<file path="src/rtl/b64e_pkg.sv">
// ----------------------------------------------------------------------------
// b64e_pkg
// Shared types, constants and the sextet-to-character mapping of the encoder.
// ----------------------------------------------------------------------------
package b64e_pkg;

    localparam int unsigned BYTE_W      = 8;
    localparam int unsigned SEXTET_W    = 6;
    localparam int unsigned GROUP_W     = 3 * BYTE_W;
    localparam int unsigned QUEUE_DEPTH = 4;

    localparam logic [BYTE_W-1:0] PAD_CHAR = 8'h3D;  // '='

    // Number of '=' characters closing a group
    typedef enum logic [1:0] {
        PAD_NONE = 2'd0,
        PAD_ONE  = 2'd1,
        PAD_TWO  = 2'd2
    } pad_t;

    // One group of three bytes on its way from the front to the back
    typedef struct packed {
        logic [GROUP_W-1:0] bytes;  // first byte in the top bits, missing bytes zero
        pad_t               pad;
        logic               last;
    } group_t;

    // Standard alphabet: A-Z, a-z, 0-9, '+', '/'
    function automatic logic [BYTE_W-1:0] sextet_char(input logic [SEXTET_W-1:0] v);
        logic [BYTE_W-1:0] c;
        begin
            c = '0;
            if (v < 6'd26)
            begin
                c = 8'h41 + {2'b00, v};
            end
            else if (v < 6'd52)
            begin
                c = 8'h61 + {2'b00, v - 6'd26};
            end
            else if (v < 6'd62)
            begin
                c = 8'h30 + {2'b00, v - 6'd52};
            end
            else if (v == 6'd62)
            begin
                c = 8'h2B;
            end
            else
            begin
                c = 8'h2F;
            end
            return c;
        end
    endfunction

endpackage

</file>
<file path="src/rtl/b64e_front.sv">
// ----------------------------------------------------------------------------
// b64e_front
// Gathers source bytes into groups of three and pushes complete or final
// groups, with their padding count, into the group queue.
// ----------------------------------------------------------------------------
module b64e_front
(
    input  logic                    clk,
    input  logic                    rst_n,
    input  logic                    s_tvalid,
    output logic                    s_tready,
    input  logic [7:0]              s_tdata,   // [7:0] in_byte
    input  logic                    s_tlast,   // is_last
    input  logic                    q_full,
    output logic                    q_push,
    output b64e_pkg::group_t        q_group
);
    import b64e_pkg::*;

    logic [15:0] pend_reg, pend_next;
    logic [1:0]  cnt_reg, cnt_next;
    logic        accept;

    assign s_tready = !q_full;
    assign accept   = s_tvalid && s_tready;

    always_comb
    begin
        pend_next     = pend_reg;
        cnt_next      = cnt_reg;
        q_push        = 1'b0;
        q_group.bytes = '0;
        q_group.pad   = PAD_NONE;
        q_group.last  = s_tlast;
        case (cnt_reg)
            2'd1:
            begin
                q_group.bytes = {pend_reg[15:8], s_tdata, 8'h00};
                q_group.pad   = PAD_ONE;
                if (accept)
                begin
                    if (s_tlast)
                    begin
                        q_push   = 1'b1;
                        cnt_next = 2'd0;
                    end
                    else
                    begin
                        pend_next = {pend_reg[15:8], s_tdata};
                        cnt_next  = 2'd2;
                    end
                end
            end
            2'd2:
            begin
                q_group.bytes = {pend_reg, s_tdata};
                q_group.pad   = PAD_NONE;
                if (accept)
                begin
                    q_push   = 1'b1;
                    cnt_next = 2'd0;
                end
            end
            default:
            begin
                // empty; an unreachable count of three also counts as empty
                q_group.bytes = {s_tdata, 16'h0000};
                q_group.pad   = PAD_TWO;
                if (accept)
                begin
                    if (s_tlast)
                    begin
                        q_push   = 1'b1;
                        cnt_next = 2'd0;
                    end
                    else
                    begin
                        pend_next = {s_tdata, 8'h00};
                        cnt_next  = 2'd1;
                    end
                end
            end
        endcase
    end

    always_ff @(posedge clk or negedge rst_n)
    begin
        if (!rst_n)
        begin
            pend_reg <= '0;
            cnt_reg  <= '0;
        end
        else
        begin
            pend_reg <= pend_next;
            cnt_reg  <= cnt_next;
        end
    end

endmodule

</file>
<file path="src/rtl/b64e_queue.sv">
// ----------------------------------------------------------------------------
// b64e_queue
// Small first-in first-out queue of groups between front and back.
// ----------------------------------------------------------------------------
module b64e_queue
#(
    parameter int unsigned DEPTH = b64e_pkg::QUEUE_DEPTH
)
(
    input  logic                clk,
    input  logic                rst_n,
    input  logic                push,
    input  b64e_pkg::group_t    push_group,
    input  logic                pop,
    output b64e_pkg::group_t    head_group,
    output logic                full,
    output logic                empty
);
    import b64e_pkg::*;

    localparam int unsigned PTR_W = (DEPTH > 1) ? $clog2(DEPTH) : 1;
    localparam int unsigned CNT_W = $clog2(DEPTH + 1);
    localparam logic [PTR_W-1:0] LAST_PTR = PTR_W'(DEPTH - 1);
    localparam logic [CNT_W-1:0] FULL_CNT = CNT_W'(DEPTH);

    group_t            mem_reg [DEPTH];
    logic [PTR_W-1:0]  wr_ptr_reg, wr_ptr_next;
    logic [PTR_W-1:0]  rd_ptr_reg, rd_ptr_next;
    logic [CNT_W-1:0]  cnt_reg, cnt_next;
    logic              do_push, do_pop;

    assign full       = (cnt_reg == FULL_CNT);
    assign empty      = (cnt_reg == '0);
    assign do_push    = push && !full;
    assign do_pop     = pop && !empty;
    assign head_group = mem_reg[rd_ptr_reg];

    always_comb
    begin
        wr_ptr_next = wr_ptr_reg;
        rd_ptr_next = rd_ptr_reg;
        cnt_next    = cnt_reg;
        if (do_push)
        begin
            wr_ptr_next = (wr_ptr_reg == LAST_PTR) ? '0 : wr_ptr_reg + 1'b1;
        end
        if (do_pop)
        begin
            rd_ptr_next = (rd_ptr_reg == LAST_PTR) ? '0 : rd_ptr_reg + 1'b1;
        end
        if (do_push && !do_pop)
        begin
            cnt_next = cnt_reg + 1'b1;
        end
        else if (do_pop && !do_push)
        begin
            cnt_next = cnt_reg - 1'b1;
        end
    end

    always_ff @(posedge clk or negedge rst_n)
    begin
        if (!rst_n)
        begin
            wr_ptr_reg <= '0;
            rd_ptr_reg <= '0;
            cnt_reg    <= '0;
        end
        else
        begin
            wr_ptr_reg <= wr_ptr_next;
            rd_ptr_reg <= rd_ptr_next;
            cnt_reg    <= cnt_next;
        end
    end

    always_ff @(posedge clk)
    begin
        if (do_push)
        begin
            mem_reg[wr_ptr_reg] <= push_group;
        end
    end

endmodule

</file>
<file path="src/rtl/b64e_back.sv">
// ----------------------------------------------------------------------------
// b64e_back
// Takes groups from the queue and sends their four characters, one per
// cycle while m_tready allows, through a registered output stage.
// ----------------------------------------------------------------------------
module b64e_back
(
    input  logic                clk,
    input  logic                rst_n,
    input  logic                q_empty,
    input  b64e_pkg::group_t    q_head,
    output logic                q_pop,
    output logic                m_tvalid,
    input  logic                m_tready,
    output logic [7:0]          m_tdata,   // [7:0] out_char
    output logic                m_tlast    // end_of_message
);
    import b64e_pkg::*;

    group_t       grp_reg, grp_next;
    logic [1:0]   idx_reg, idx_next;
    logic         busy_reg, busy_next;
    logic         ovalid_reg, ovalid_next;
    logic [7:0]   ochar_reg, ochar_next;
    logic         olast_reg, olast_next;
    logic         adv;
    logic [5:0]   sextet;
    logic         is_pad;

    assign adv = busy_reg && (!ovalid_reg || m_tready);

    always_comb
    begin
        case (idx_reg)
            2'd0:    sextet = grp_reg.bytes[23:18];
            2'd1:    sextet = grp_reg.bytes[17:12];
            2'd2:    sextet = grp_reg.bytes[11:6];
            default: sextet = grp_reg.bytes[5:0];
        endcase
        case (idx_reg)
            2'd2:    is_pad = (grp_reg.pad == PAD_TWO);
            2'd3:    is_pad = (grp_reg.pad != PAD_NONE);
            default: is_pad = 1'b0;
        endcase
    end

    always_comb
    begin
        grp_next    = grp_reg;
        idx_next    = idx_reg;
        busy_next   = busy_reg;
        ochar_next  = ochar_reg;
        olast_next  = olast_reg;
        ovalid_next = ovalid_reg && !m_tready;
        q_pop       = 1'b0;
        if (adv)
        begin
            ovalid_next = 1'b1;
            ochar_next  = is_pad ? PAD_CHAR : sextet_char(sextet);
            olast_next  = grp_reg.last && (idx_reg == 2'd3);
            idx_next    = idx_reg + 1'b1;
            if (idx_reg == 2'd3)
            begin
                busy_next = 1'b0;
            end
        end
        // reload as soon as the current group has sent its last character
        if ((!busy_reg || (adv && idx_reg == 2'd3)) && !q_empty)
        begin
            q_pop     = 1'b1;
            grp_next  = q_head;
            idx_next  = 2'd0;
            busy_next = 1'b1;
        end
    end

    always_ff @(posedge clk or negedge rst_n)
    begin
        if (!rst_n)
        begin
            idx_reg    <= '0;
            busy_reg   <= 1'b0;
            ovalid_reg <= 1'b0;
        end
        else
        begin
            idx_reg    <= idx_next;
            busy_reg   <= busy_next;
            ovalid_reg <= ovalid_next;
        end
    end

    always_ff @(posedge clk)
    begin
        grp_reg   <= grp_next;
        ochar_reg <= ochar_next;
        olast_reg <= olast_next;
    end

    assign m_tvalid = ovalid_reg;
    assign m_tdata  = ochar_reg;
    assign m_tlast  = olast_reg;

endmodule

</file>
<file path="src/rtl/base64_encoder_top.sv">
// ----------------------------------------------------------------------------
// base64_encoder_top
// Streaming Base64 encoder (standard alphabet, '=' padding).
//
// Usage:
//   Slave channel s_*: one source byte per transaction in s_tdata, s_tlast
//   set on the final byte of a message. Messages are never empty.
//   Master channel m_*: one ASCII character per transaction in m_tdata;
//   m_tlast is set on the fourth character of the message's final group.
//   Every group of three bytes, and every short final group of one or two
//   bytes, becomes four characters (short groups end in "=" or "==").
// Path: the transaction that completes a group writes it into the queue
//   at its own edge; when the back is idle it then loads the group from
//   the queue and registers the first character, which raises m_tvalid.
// Throughput: the back sends one character per cycle while m_tready is
//   high. s_tready stays high while the group queue has room, which the
//   back's one-character-per-cycle drain sets. A message of single bytes
//   costs four characters per byte.
// Reset: rst_n clears the gathered count, the queue and the output valid;
//   any partial group is dropped.
// Stall: when m_tready is low the output register holds its character, the
//   queue fills, and s_tready falls once QUEUE_DEPTH groups are waiting.
// ----------------------------------------------------------------------------
module base64_encoder_top
#(
    parameter int unsigned QUEUE_DEPTH = b64e_pkg::QUEUE_DEPTH
)
(
    input  logic        clk,
    input  logic        rst_n,
    input  logic        s_tvalid,
    output logic        s_tready,
    input  logic [7:0]  s_tdata,   // [7:0] in_byte
    input  logic        s_tlast,   // is_last
    output logic        m_tvalid,
    input  logic        m_tready,
    output logic [7:0]  m_tdata,   // [7:0] out_char
    output logic        m_tlast    // end_of_message
);
    import b64e_pkg::*;

    group_t push_group;
    group_t head_group;
    logic   q_push;
    logic   q_pop;
    logic   q_full;
    logic   q_empty;

    // front: gathers bytes into groups
    b64e_front u_front
    (
        .clk      (clk),
        .rst_n    (rst_n),
        .s_tvalid (s_tvalid),
        .s_tready (s_tready),
        .s_tdata  (s_tdata),
        .s_tlast  (s_tlast),
        .q_full   (q_full),
        .q_push   (q_push),
        .q_group  (push_group)
    );

    // group queue decouples gathering from character output
    b64e_queue #(
        .DEPTH (QUEUE_DEPTH)
    ) u_queue
    (
        .clk        (clk),
        .rst_n      (rst_n),
        .push       (q_push),
        .push_group (push_group),
        .pop        (q_pop),
        .head_group (head_group),
        .full       (q_full),
        .empty      (q_empty)
    );

    // back: four characters per group, one per cycle while m_tready is high
    b64e_back u_back
    (
        .clk      (clk),
        .rst_n    (rst_n),
        .q_empty  (q_empty),
        .q_head   (head_group),
        .q_pop    (q_pop),
        .m_tvalid (m_tvalid),
        .m_tready (m_tready),
        .m_tdata  (m_tdata),
        .m_tlast  (m_tlast)
    );

endmodule

</file>
<file path="config.mk">
export PLATFORM = sky130hd
export DESIGN_NAME = base64_encoder_top
export DESIGN_NICKNAME = d
export VERILOG_FILES = /design/src/rtl/b64e_pkg.sv /design/src/rtl/b64e_front.sv /design/src/rtl/b64e_queue.sv /design/src/rtl/b64e_back.sv /design/src/rtl/base64_encoder_top.sv
export SDC_FILE = /design/constraint.sdc
export NUM_CORES = 1
export LEC_CHECK = 0
export BUFFER_PORTS_ARGS = -buffer_cell sky130_fd_sc_hd__buf_4
export CELL_PAD_IN_SITES_DETAIL_PLACEMENT = 1
export CELL_PAD_IN_SITES_GLOBAL_PLACEMENT = 2
export CORE_MARGIN = 4
export CORE_UTILIZATION = 25
export DETAILED_ROUTE_END_ITERATION = 6
export HOLD_SLACK_MARGIN = 0.06
export PLACE_DENSITY = 0.46
export SYNTH_ARGS = -nofsm -noshare
export SYNTH_HDL_FRONTEND = slang
export SYNTH_SLANG_ARGS = --single-unit
</file>
<file path="constraint.sdc">
create_clock -name clk -period 3.95 [get_ports clk]
set_input_delay 1.185 -clock clk [delete_from_list [all_inputs] [get_ports clk]]
set_output_delay 1.185 -clock clk [all_outputs]
set_load 0.1 [all_outputs]
</file>
# --- After elaboration in Yosys (flattened, before gate mapping) ---
# Memory sizes are Yosys's and may differ from the RTL's. A register that Yosys moved wholly into a read port is not among the register bits.
# Index checks and enable logic that the tools add are counted.
word_totals:
  regBits: 38
  ramBits: 108
  input_bits: 13
  out_inout_bits: 11
  wordCells: 101
  mem_count: 1
op_classes:
  add_sub_neg: 10
  order_cmp: 3
  n_eq_ne: 10
  mux: 35
  n_bitwise: 3
  reduce_logical: 28
memory_table:
  columns: ["memory", "depth", "word_bits", "read_ports", "rd_ports_with_merged_regs", "write_ports", "line_no", "rtl"]
  rows:
  - ["u_queue.mem_reg", 4, 27, 1, 1, 1, "b64e_queue.sv:26", "group_t mem_reg [DEPTH];"]
ops:
  columns: ["operator", "count"]
  rows:
  - ["$pmux 26 s2", 1]
  - ["$mux 16", 3]
  - ["$mux 8", 4]
  - ["$pmux 16 s2", 1]
  - ["$pmux 6 s3", 1]
  - ["$add 7x6->8 const A", 2]
  - ["$mux 2", 8]
  - ["$eq 2x2->1 const B", 6]
  - ["$lt 6x6->1 const B", 2]
  - ["$mux 1", 12]
  - ["$logic_and 1x1->1", 10]
  - ["$mux 3", 3]
  - ["$reduce_bool 2->1", 4]
  - ["$add 6x6->7 const A", 1]
  - ["$logic_not 1->1", 7]
  - ["$add 2x1->2 const B", 3]
  - ["$eq 6x6->1 const B", 1]
  - ["$lt 6x5->1 const B", 1]
  - ["$sub 6x5->6 const B", 1]
  - ["$sub 6x6->6 const B", 1]
  - ["$eq 2x1->1 const B", 2]
  - ["$pmux 2 s2", 1]
  - ["$reduce_and 4->1", 1]
  - ["$add 3x1->3 const B", 1]
  - ["other kinds (9)", 12]

# --- Longest topological paths before layout ---
# Gate-level depths: netlist (run 1).
depth:
  word_depth: 11
  mapped_depth: 13
  mapped_depth_nobuf: 12

# --- Modules after synthesis ---
# From an unflattened synthesis (run 1), not the netlist that was laid out.
hier_totals:
  cells_unflattened: 481
  area_unflattened_um2: 7571.0
modules_own_cells:
  columns: ["mod", "n_inst", "cells_per_inst", "area_each_um2", "seq_area_each_um2"]
  rows:
  - ["b64e_queue", 1, 178, 4336.7, 3418.3]
  - ["b64e_back", 1, 172, 2083.2, 1181.1]
  - ["b64e_front", 1, 131, 1151.1, 450.4]

# --- Least setup slack after synthesis (run 1) ---
# OpenSTA, ideal clock, no wires.
synth_timing:
  kind: "input-to-reg"
  startpoint: "input m_tready"
  endpoint: "register u_queue.cnt_reg[1]"
  setup_time_ns: 0.125
  arrival_time_ns: 4.085
  required_time_ns: 3.825
  setup_slack_ns: -0.260
  stages: 8
  path_buffers: 0
  cell_sequence: "nand2b_1 nand2_1 a21oi_1 inv_1 ha_1 inv_1 fa_1 mux2_2"
synth_between:
  elab_chain_cells: 10
  elab_cells_between_ends: 12
  cone_classes: "mux (2); reduce/logical (10)"
synth_lines:
  columns: ["element", "line_no", "rtl"]
  rows:
  - ["start, declared", "base64_encoder_top.sv:36", "input logic m_tready,"]
  - ["$logic_or 1x1->1", "b64e_back.sv:30", "assign adv = busy_reg && (!ovalid_reg || m_tready);"]
  - ["$logic_and 1x1->1", "b64e_back.sv:30", null]
  - ["$logic_and 1x1->1", "b64e_back.sv:68", "if ((!busy_reg || (adv && idx_reg == 2'd3)) && !q_empty)"]
  - ["$logic_or 1x1->1", "b64e_back.sv:68", null]
  - ["$logic_and 1x1->1", "b64e_back.sv:68", null]
  - ["$mux 1", "b64e_back.sv:68", null]
  - ["via q_pop", "base64_encoder_top.sv:45", "logic q_pop;"]
  - ["$logic_and 1x1->1", "b64e_queue.sv:35", "assign do_pop = pop && !empty;"]
  - ["$logic_not 1->1", "b64e_queue.sv:51", "if (do_push && !do_pop)"]
  - ["$logic_and 1x1->1", "b64e_queue.sv:51", null]
  - ["$mux 3", "b64e_queue.sv:51", null]
  - ["via u_queue.cnt_next[1]", "b64e_queue.sv:29", "logic [CNT_W-1:0] cnt_reg, cnt_next;"]
  - ["end signal, assigned", "b64e_queue.sv:73", "cnt_reg <= cnt_next;"]
  - ["end, declared", "b64e_queue.sv:29", null]
# The timed path passes the listed nets, and every way through them passes these cells.
# A chain may end at the register's enable or synchronous reset.

# --- Final worst setup path (run 1) ---
layout_timing:
  startpoint: "register u_back.idx_reg[1]"
  endpoint: "register u_back.ochar_reg[4], in the netlist u_back.m_tdata[4], data pin"
layout_between:
  elab_chain_cells: 7
  elab_cells_between_ends: 17
  cone_classes: "add/sub (5); order compare (3); eq/ne (3); mux (5); reduce/logical (1)"
layout_lines:
  columns: ["element", "line_no", "rtl"]
  rows:
  - ["start, declared", "b64e_back.sv:21", "logic [1:0] idx_reg, idx_next;"]
  - ["start signal, assigned", "b64e_back.sv:87", "idx_reg <= idx_next;"]
  - ["$eq 2x2->1 (tied with other cells)", "b64e_back.sv:34, b64e_back.sv:40", null]
  - ["$pmux 6 s3", "b64e_back.sv:34", "case (idx_reg)"]
  - ["$sub 6x6->6", "b64e_pkg.sv:43", "c = 8'h30 + {2'b00, v - 6'd52};"]
  - ["$add 6x6->7", "b64e_pkg.sv:43", null]
  - ["$mux 8", "b64e_pkg.sv:41", "else if (v < 6'd62)"]
  - ["$mux 8", "b64e_pkg.sv:37", "else if (v < 6'd52)"]
  - ["$mux 8", "b64e_pkg.sv:33", "if (v < 6'd26)"]
  - ["end signal, assigned", "b64e_back.sv:96", "ochar_reg <= ochar_next;"]
  - ["end, declared", "b64e_back.sv:24", "logic [7:0] ochar_reg, ochar_next;"]
# Several ways; a longest one is shown, not always the timed one.

==> out/results.txt, run 1 <==
library cell occupying the most area in the post-synthesis netlist: sky130_fd_sc_hd__edfxtp_1
TritonCTS clock tree: done
capture point of the critical path: u_back.m_tdata[4]
number of sinks handled by clock tree synthesis: 173
number of core rows: 62
#FFs+latches synth: 173
synthesized area: 7350 µm²
layout cells sized above 1: 20.2%
relative area change from synthesis to final layout: 17.7%
average size of a mapped cell: 15.3 µm²
largest net degree at the start of global routing: 32
maximum achievable frequency: 0.291 GHz
top post-synthesis cells by area: sky130_fd_sc_hd__edfxtp_1 59%, sky130_fd_sc_hd__dfrtp_1 9.9%, sky130_fd_sc_hd__mux4_2 8.3%
number of detailed-route iterations in the first pass: 4
post-place setup slack: 0.443 ns
number of flip-flops under the largest register name: 108
initial drt markers: 212
antenna violations before repair: 0
Yosys top cell area share: 58.8%
DRC Markers: 0
CP Max Fanout: 13
estimated wirelength of the detail-placed design: 11.7 mm
Slew HR: 34.0%
PwrDens: 866 nW/µm²
Setup violations, final: 0
I/O pin total: 24
count of synthesis-stage warnings from yosys: 0
nets in the synthesized netlist: 515
starting density of the core: 25.5%
flop-to-flop setup slack: 0.51 ns
VDD IR-drop max: 0.366 mV
Antenna Nets Post-Route: 0
leakage power figure: 3.02 nW
WL per Instance: 18.9 µm
result of the run: completed
number of vias in the routed layout: 4032
Post-synth EDFFs: 144
commonest register cell after synthesis: sky130_fd_sc_hd__edfxtp_1
most frequent standard cell in the layout excluding fill and tap cells: sky130_fd_sc_hd__edfxtp_1
post-layout minimum cycle time: 3.44 ns
Hold Violations, Final: 0
post-detailed-route via-to-cell ratio: 4.42
width of the die: 180 µm
r2r worst-path depth: 10
setup bufs post-CTS: 0
post-synthesis instance total: 482
area of the die: 32200 µm²
GPL Wtd Cong: 0.746
Post-Route Skew: 0.0125 ns
total gr overflow: 0
maximum level of the CTS H-tree: 4
core occupancy in the finished layout: 30.0%
Worst Setup End Kind: register
final cycle utilization of the critical path: 87.1%
aggregate routed wire length: 17.2 mm
setup TNS: 0 ns
via count of the first global-routing pass: 4415
worst skew pair latency: 0.42 ns
core box area: 28900 µm²
post-layout net count: 549
power consumption: 7.50 mW
type of the setup path with the least slack: register to register
post-CTS resize count: 0
startpoint of the most critical setup path: u_back.idx_reg[1]
antenna cells: 0
buffer cell driving the clock tree root: sky130_fd_sc_hd__clkbuf_16
arrival time worst endpoint: 3.61 ns
r2r endpoint: u_back.m_tdata[4]
post-cts hold buffer count: 0
count of unique library cells instantiated by Yosys: 56
Clock Tree Buf Depth: 2
number of clock buffers inserted by TritonCTS: 17
number of max-cap violations: 0
sequential fraction of the synthesis area: 68.7%
clock-pin slew on the worst setup and hold paths: 0.07 ns
Vert. Die Dim: 180 µm
Final WS setup: 0.508 ns
worst slew pin tran: 0.990 ns
fraction of synthesis flops using an asynchronous set or reset pin: 16.8%
crit path launch type: register
number of pins exceeding their max-slew limit in the final report: 0
source of the worst register-to-register timing path: u_back.idx_reg[1]
commonest non-fill, non-tap cells in the layout: 144 x sky130_fd_sc_hd__edfxtp_1, 73 x sky130_fd_sc_hd__nand2_1, 33 x sky130_fd_sc_hd__buf_4, 29 x sky130_fd_sc_hd__o21ai_0
setup repair after global routing missed its margin: no
worst hold path type: register to register
wire length of the first global-routing pass: 27.1 mm
final-layout worst hold slack: 0.482 ns
gr usage total: 11.0%
number of port buffers: 23
required time of the worst setup path: 4.11 ns
synth_stat cells (4+ instances only):
| master | count |
|---|---|
| sky130_fd_sc_hd__and2_1 | 14 |
| sky130_fd_sc_hd__inv_1 | 16 |
| sky130_fd_sc_hd__ha_1 | 19 |
| sky130_fd_sc_hd__nor3_1 | 4 |
| sky130_fd_sc_hd__a222oi_1 | 4 |
| sky130_fd_sc_hd__o21ai_0 | 29 |
| sky130_fd_sc_hd__edfxtp_1 | 144 |
| sky130_fd_sc_hd__nand3_1 | 4 |
| sky130_fd_sc_hd__nor2_1 | 13 |
| sky130_fd_sc_hd__nand2_1 | 73 |
| sky130_fd_sc_hd__xnor2_1 | 8 |
| sky130_fd_sc_hd__mux2_2 | 4 |
| sky130_fd_sc_hd__mux4_2 | 27 |
| sky130_fd_sc_hd__clkbuf_1 | 13 |
| sky130_fd_sc_hd__a21oi_1 | 20 |
| sky130_fd_sc_hd__dfrtp_1 | 29 |
worst max-delay path, stage by stage, from the launching register on:
cell                       delay (ns)
sky130_fd_sc_hd__dfrtp_1         0.38
sky130_fd_sc_hd__ha_1            0.54
sky130_fd_sc_hd__inv_1           0.27
sky130_fd_sc_hd__a21oi_1         0.47
sky130_fd_sc_hd__inv_1           0.22
sky130_fd_sc_hd__ha_1            0.28
sky130_fd_sc_hd__nand2b_1        0.13
sky130_fd_sc_hd__nor2_1          0.07
sky130_fd_sc_hd__maj3_2          0.31
sky130_fd_sc_hd__o211ai_1        0.15
sky130_fd_sc_hd__or3b_1          0.37
logic make-up (layout without fill, tap and decap cells):
family | count (synthesis) | in the layout | synth area share (%)
AOI/OAI and AO/OA | 83 | 83 | 7.42
xor gates and xnor gates | 10 | 10 | 1.19
adders and majority gates | 21 | 21 | 3.66
buffers and inverters | 37 | 84 | 2.16
DFF | 173 | 173 | 68.7
muxes | 34 | 34 | 9.29
and+or+nand+nor | 124 | 124 | 7.61
report_power, final:
part	switching, mW	internal, mW	leakage (nW)	total (mW)
Combinational	1.79	1.05	1.01	2.84
Sequential	0.300	2.54	1.69	2.84
Clock	0.739	1.09	0.319	1.82
Total	2.83	4.67	3.02	7.50
layer usage:
metal  global-route usage [%]  part of all wire [%]  vias up
met4                     2.93                  0.99        0
met2                     18.4                    50       43
li1                         -                     -     1894
met1                     14.6                    47     2086
met3                     2.34                   2.1        9
met5                        0                     0        -
how the worst min path moves through the flow:
stage | startpoint | end | slack, ns | cells past startpoint
finish | u_front.pend_reg[4] | u_front.pend_reg[4] | 0.48 | 2
global route | u_front.pend_reg[12] | u_front.pend_reg[12] | 0.51 | 2
CTS | u_front.pend_reg[6] | u_front.pend_reg[6] | 0.49 | 2
detailed placement | u_front.pend_reg[6] | u_front.pend_reg[6] | 0.47 | 2
global placement | u_front.pend_reg[0] | u_front.pend_reg[0] | 0.46 | 2
floorplan | u_front.pend_reg[10] | u_front.pend_reg[10] | 0.45 | 2
layout make-up:
type	instances	area (µm²)
Tap cell	384	480
Sequential cell	173	5050
Clock inverter	15	220
Inverter	19	73.8
Fill cell	3080	20200
Clock buffer	17	425
Timing Repair Buffer	33	248
Multi-Input combinational cell	272	2160
through the flow:
stage,instance area (µm²),instances
after floorplan,7360,482
after global placement,8010,881
after detailed placement,8010,881
after CTS,8660,913
after global routing,8660,913
final,8660,913
(Power assumes the default switching activity.)
==> inputs of run 2 (changes only) <==
--- a/config.mk
+++ b/config.mk
@@ -12,7 +12,9 @@
 export CORE_UTILIZATION = 25
 export DETAILED_ROUTE_END_ITERATION = 6
 export HOLD_SLACK_MARGIN = 0.06
+export MAX_ROUTING_LAYER = met4
 export PLACE_DENSITY = 0.46
 export SYNTH_ARGS = -nofsm -noshare
 export SYNTH_HDL_FRONTEND = slang
 export SYNTH_SLANG_ARGS = --single-unit
+export TNS_END_PERCENT = 10
==> run 2 against run 1 <==
Largest power group unchanged. Largest cell class unchanged. Power about the same. Fmax increased by 0.24%. Die area unchanged. Highest routed layer unchanged. Core utilization unchanged.
==> out/results.txt, run 2 (same netlist as run 1, synthesis figures left out) <==
I/O pin total: 24
post-place setup slack: 0.443 ns
starting density of the core: 25.5%
core box area: 28900 µm²
source of the worst register-to-register timing path: u_back.idx_reg[1]
relative area change from synthesis to final layout: 17.7%
post-layout minimum cycle time: 3.43 ns
maximum level of the CTS H-tree: 4
leakage power figure: 3.02 nW
Clock Tree Buf Depth: 2
worst skew pair latency: 0.42 ns
post-CTS resize count: 0
commonest non-fill, non-tap cells in the layout: 144 x sky130_fd_sc_hd__edfxtp_1, 73 x sky130_fd_sc_hd__nand2_1, 33 x sky130_fd_sc_hd__buf_4, 29 x sky130_fd_sc_hd__o21ai_0
initial drt markers: 202
CP Max Fanout: 13
worst slew pin tran: 0.980 ns
number of vias in the routed layout: 4024
antenna violations before repair: 0
total gr overflow: 0
GPL Wtd Cong: 0.755
Endpoint, Worst Hold: u_front.pend_reg[4]
layout cells sized above 1: 20.2%
buffer cell driving the clock tree root: sky130_fd_sc_hd__clkbuf_16
r2r worst-path depth: 10
Post-Route Skew: 0.0120 ns
result of the run: completed
count of buffering cells on the critical path with inverters included: 2
post-layout net count: 549
setup TNS: 0 ns
PwrDens: 866 nW/µm²
Slew HR: 34.7%
setup repair after global routing missed its margin: no
Slowest-stage cell, CP: sky130_fd_sc_hd__ha_1
post-route insts no fill: 913
number of sinks handled by clock tree synthesis: 173
largest net degree at the start of global routing: 32
Setup violations, final: 0
number of max-cap violations: 0
Vert. Die Dim: 180 µm
delay-heaviest family, CP: adder cells
post-cts hold buffer count: 0
startpoint of the most critical hold path: u_front.pend_reg[4]
worst hold path type: register to register
Worst Setup End Kind: register
number of flip-flops under the largest register name: 108
number of detailed-route iterations in the first pass: 5
WL per Instance: 18.8 µm
crit path cell chain: ha_1 > inv_1 > a21oi_1 > inv_1 > ha_1 > nand2b_1 > nor2_1 > maj3_2 > o211ai_1 > or3b_1
number of pins exceeding their max-slew limit in the final report: 0
# placed instances: 881
crit path launch type: register
Final WS setup: 0.517 ns
gr usage total: 11.3%
delay contributed by the slowest stage of the critical path: 0.54 ns
estimated wirelength of the detail-placed design: 11.7 mm
VDD IR-drop max: 0.366 mV
antenna cells: 0
number of clock buffers inserted by TritonCTS: 17
clock-pin slew on the worst setup and hold paths: 0.07 ns
type of the setup path with the least slack: register to register
flop-to-flop setup slack: 0.52 ns
Antenna Nets Post-Route: 0
most frequent standard cell in the layout excluding fill and tap cells: sky130_fd_sc_hd__edfxtp_1
arrival time worst endpoint: 3.60 ns
setup bufs post-CTS: 0
TritonCTS clock tree: done
aggregate routed wire length: 17.2 mm
Hold Violations, Final: 0
number of port buffers: 23
hold path depth: 2
r2r endpoint: u_back.m_tdata[4]
area of the die: 32200 µm²
DRC Markers: 0
width of the die: 180 µm
final cycle utilization of the critical path: 86.9%
number of core rows: 62
maximum achievable frequency: 0.291 GHz
wire length of the first global-routing pass: 27.0 mm
required time of the worst setup path: 4.12 ns
post-detailed-route via-to-cell ratio: 4.41
via count of the first global-routing pass: 4410
-- run 2: layout make-up --
| type | count | area [µm²] |
|---|---|---|
| repair buffers | 33 | 248 |
| fillers | 3080 | 20200 |
| clock buffers | 17 | 425 |
| multi-input cells | 272 | 2160 |
| flip-flops and latches | 173 | 5050 |
| clock inverters | 15 | 220 |
| inverters | 19 | 73.8 |
| well taps | 384 | 480 |
-- run 2: routing by layer --
layer  vias up  share of wire [%]  global-route usage [%]
li1       1891                  -                       -
met1      2082                 47                    14.7
met2        45                 50                    18.4
met3         6                2.0                    2.34
met4         0               0.73                    2.93
met5         -                  0                       -
-- run 2: worst max-delay path by stage --
stage	from	endpoint	slack (ns)	cells past startpoint
after floorplan	m_tready	u_queue.cnt_reg[1]	0.44	8
after global placement	u_back.idx_reg[0]	u_back.m_tdata[4]	0.62	9
final	u_back.idx_reg[1]	u_back.m_tdata[4]	0.52	10
after global routing	u_back.idx_reg[1]	u_back.m_tdata[4]	0.27	10
after detailed placement	u_back.idx_reg[1]	u_back.m_tdata[4]	0.44	10
after CTS	u_back.idx_reg[1]	u_back.m_tdata[4]	0.44	10
-- run 2: report_power, final --
part           total [mW]  internal [mW]  switching (mW)
sequential           2.84           2.54           0.298
clock                1.83           1.09           0.741
combinational        2.84           1.05            1.79
total                7.50           4.67            2.83
-- run 2: worst min-delay path, cell delays in order, from the launching register on --
cell                      delay [ns]
sky130_fd_sc_hd__dfrtp_1        0.34
sky130_fd_sc_hd__nand2_1        0.04
sky130_fd_sc_hd__o21ai_0        0.06
-- run 2: metrics by stage --
stage | utilization [%] | power (mW) | cell area, µm² | hold WS [ns]
floorplan | - | 4.93 | 7360 | 0.450
global placement | 27.8 | 5.73 | 8010 | 0.463
detailed placement | 27.8 | 5.79 | 8010 | 0.471
CTS | 30.0 | 7.65 | 8660 | 0.488
global route | 30.0 | 8.03 | 8660 | 0.506
finish | 30.0 | 7.50 | 8660 | 0.482
==> inputs of run 3 (changes only) <==
--- a/config.mk
+++ b/config.mk
@@ -9,11 +9,11 @@
 export CELL_PAD_IN_SITES_DETAIL_PLACEMENT = 1
 export CELL_PAD_IN_SITES_GLOBAL_PLACEMENT = 2
 export CORE_MARGIN = 4
-export CORE_UTILIZATION = 25
+export CORE_UTILIZATION = 46
 export DETAILED_ROUTE_END_ITERATION = 6
 export HOLD_SLACK_MARGIN = 0.06
 export MAX_ROUTING_LAYER = met4
-export PLACE_DENSITY = 0.46
+export PLACE_DENSITY = 0.77
 export SYNTH_ARGS = -nofsm -noshare
 export SYNTH_HDL_FRONTEND = slang
 export SYNTH_SLANG_ARGS = --single-unit
==> run 3 against run 2 <==
Flip-flop and latch count unchanged. Cell count shrank 19%. Clock power decreased by 11%. Routed wire length shrank 11%. Core utilization is 24 points higher. Global-route usage rose by 7.6 points. Count of clock-buffer cells in the layout grew 7. Critical path type unchanged. Highest routed layer unchanged. Hold slack worse by 0.0023 ns. Register-to-register slack better by 0.10 ns. Fmax grew 3.1%. Via count stayed put. Worst setup slack improved by 0.10 ns.
==> out/results.txt, run 3 (same netlist as run 1, synthesis figures left out) <==
Hold Violations, Final: 0
arrival time worst endpoint: 3.49 ns
power consumption: 7.21 mW
path length in cells of the critical path: 11
via count of the first global-routing pass: 4391
core box area: 15400 µm²
r2r worst-path depth: 11
number of pins exceeding their max-slew limit in the final report: 0
delay-heaviest family, CP: adder cells
type of the setup path with the least slack: register to register
antenna violations before repair: 0
initial drt markers: 279
number of flip-flops under the largest register name: 108
number of max-cap violations: 0
most frequent standard cell in the layout excluding fill and tap cells: sky130_fd_sc_hd__edfxtp_1
gr usage total: 18.9%
leakage power figure: 3.00 nW
aggregate routed wire length: 15.3 mm
worst skew pair latency: 0.42 ns
WL per Instance: 20.7 µm
delay contributed by the slowest stage of the critical path: 0.52 ns
Filler cells: 1505
Slowest-stage cell, CP: sky130_fd_sc_hd__a21oi_1
Clock Tree Buf Depth: 2
antenna cells: 0
Post-Route Skew: 0.0112 ns
clock-pin slew on the worst setup and hold paths: 0.06 ns
estimated wirelength of the detail-placed design: 10.2 mm
Slew HR: 49.4%
VDD IR-drop max: 0.412 mV
Worst Setup End Kind: register
post-cts hold buffer count: 0
count of buffering cells on the critical path with inverters included: 2
final cycle utilization of the critical path: 84.3%
TritonCTS clock tree: done
maximum achievable frequency: 0.300 GHz
setup TNS: 0 ns
buffer cell driving the clock tree root: sky130_fd_sc_hd__clkbuf_16
number of vias in the routed layout: 4024
PwrDens: 860 nW/µm²
maximum level of the CTS H-tree: 4
post-CTS resize count: 0
width of the die: 134 µm
commonest non-fill, non-tap cells in the layout: 144 x sky130_fd_sc_hd__edfxtp_1, 73 x sky130_fd_sc_hd__nand2_1, 35 x sky130_fd_sc_hd__buf_4, 29 x sky130_fd_sc_hd__o21ai_0, 28 x sky130_fd_sc_hd__dfrtp_1
required time of the worst setup path: 4.11 ns
largest net degree at the start of global routing: 32
result of the run: completed
hold path depth: 2
area of the die: 18100 µm²
crit path launch type: register
core occupancy in the finished layout: 54.3%
starting density of the core: 47.7%
worst hold path type: register to register
register area: 5050 µm²
number of port buffers: 23
I/O pin total: 24
setup repair after global routing missed its margin: no
setup bufs post-CTS: 0
Antenna Nets Post-Route: 0
post-layout minimum cycle time: 3.33 ns
layout cells sized above 1: 19.2%
post-detailed-route via-to-cell ratio: 5.42
relative area change from synthesis to final layout: 14.0%
Vert. Die Dim: 134 µm
number of detailed-route iterations in the first pass: 5
GPL Wtd Cong: 0.840
crit path cell chain: inv_1 > ha_1 > a222oi_1 > a21oi_1 > inv_1 > ha_1 > nand2b_1 > nor2_1 > maj3_2 > o211ai_1 > or3b_1
DRC Markers: 0
area taken by multi-input logic gates: 2160 µm²
worst slew pin tran: 0.759 ns
number of core rows: 45
number of sinks handled by clock tree synthesis: 173
Setup violations, final: 0
wire length of the first global-routing pass: 24.8 mm
number of clock buffers inserted by TritonCTS: 17
CP Max Fanout: 8
total gr overflow: 0
post-layout net count: 551
-- run 3: cell types whose count changed in the layout (fill, tap and decap cells not counted) --
cell | previous run | this run
sky130_fd_sc_hd__clkbuf_8 | 0 | 3
sky130_fd_sc_hd__clkinv_1 | 1 | 3
sky130_fd_sc_hd__dfrtp_2 | 2 | 1
sky130_fd_sc_hd__clkbuf_1 | 0 | 4
sky130_fd_sc_hd__bufinv_16 | 4 | 2
sky130_fd_sc_hd__inv_8 | 3 | 0
sky130_fd_sc_hd__buf_4 | 33 | 35
sky130_fd_sc_hd__clkinv_2 | 1 | 3
sky130_fd_sc_hd__inv_6 | 6 | 0
sky130_fd_sc_hd__dfrtp_1 | 27 | 28
-- run 3: where the power goes --
group	total [mW]	switching, mW	internal, mW
registers	2.75	0.212	2.54
clock network	1.62	0.641	0.976
logic	2.84	1.79	1.05
total	7.21	2.64	4.57
-- run 3: final cells by class --
class / count / area share [%]
Multi-Input combinational cell: 272 / 25.7
Sequential cell: 173 / 60.3
Inverter: 19 / 0.881
Timing Repair Buffer: 35 / 3.14
Clock buffer: 24 / 5.75
Clock inverter: 8 / 1.09
Tap cell: 211 / 3.15
-- run 3: worst reg2reg max path: cells and delay by family, from the launching register on --
family | cells | cell delay [ns]
fa+ha+maj | 3 | 0.97
compound gates | 3 | 0.78
simple gates | 3 | 0.55
flops | 1 | 0.40
buf+inv | 2 | 0.37
-- run 3: metrics by stage --
stage               hold WS (ns)  setup slack, ns  cells  cell area [µm²]
finish                     0.480            0.620    742             8380
CTS                        0.484            0.628    742             8380
floorplan                  0.450            0.437    482             7360
global placement           0.463            0.777    710             7810
global route               0.510            0.310    742             8380
detailed placement         0.471            0.645    710             7810
-- run 3: final timing paths --
path,start,end,slack [ns]
max,u_back.idx_reg[0],u_back.m_tdata[4],0.62
min,u_front.pend_reg[10],u_front.pend_reg[10],0.48
max reg2reg,u_back.idx_reg[0],u_back.m_tdata[4],0.62
min reg2reg,u_front.pend_reg[10],u_front.pend_reg[10],0.48
max in group asynchronous,rst_n,u_queue.rd_ptr_reg[0],2.92
min in group asynchronous,rst_n,u_queue.cnt_reg[1],0.71
-- run 3: per-layer routing --
metal  up-vias  wire [µm]  global-route usage, %
met5         -          0                      -
met4         0        189                   6.28
met3        19        517                   3.94
met2        69       7810                   30.3
met1      2044       6830                   24.4
li1       1892          -                      -
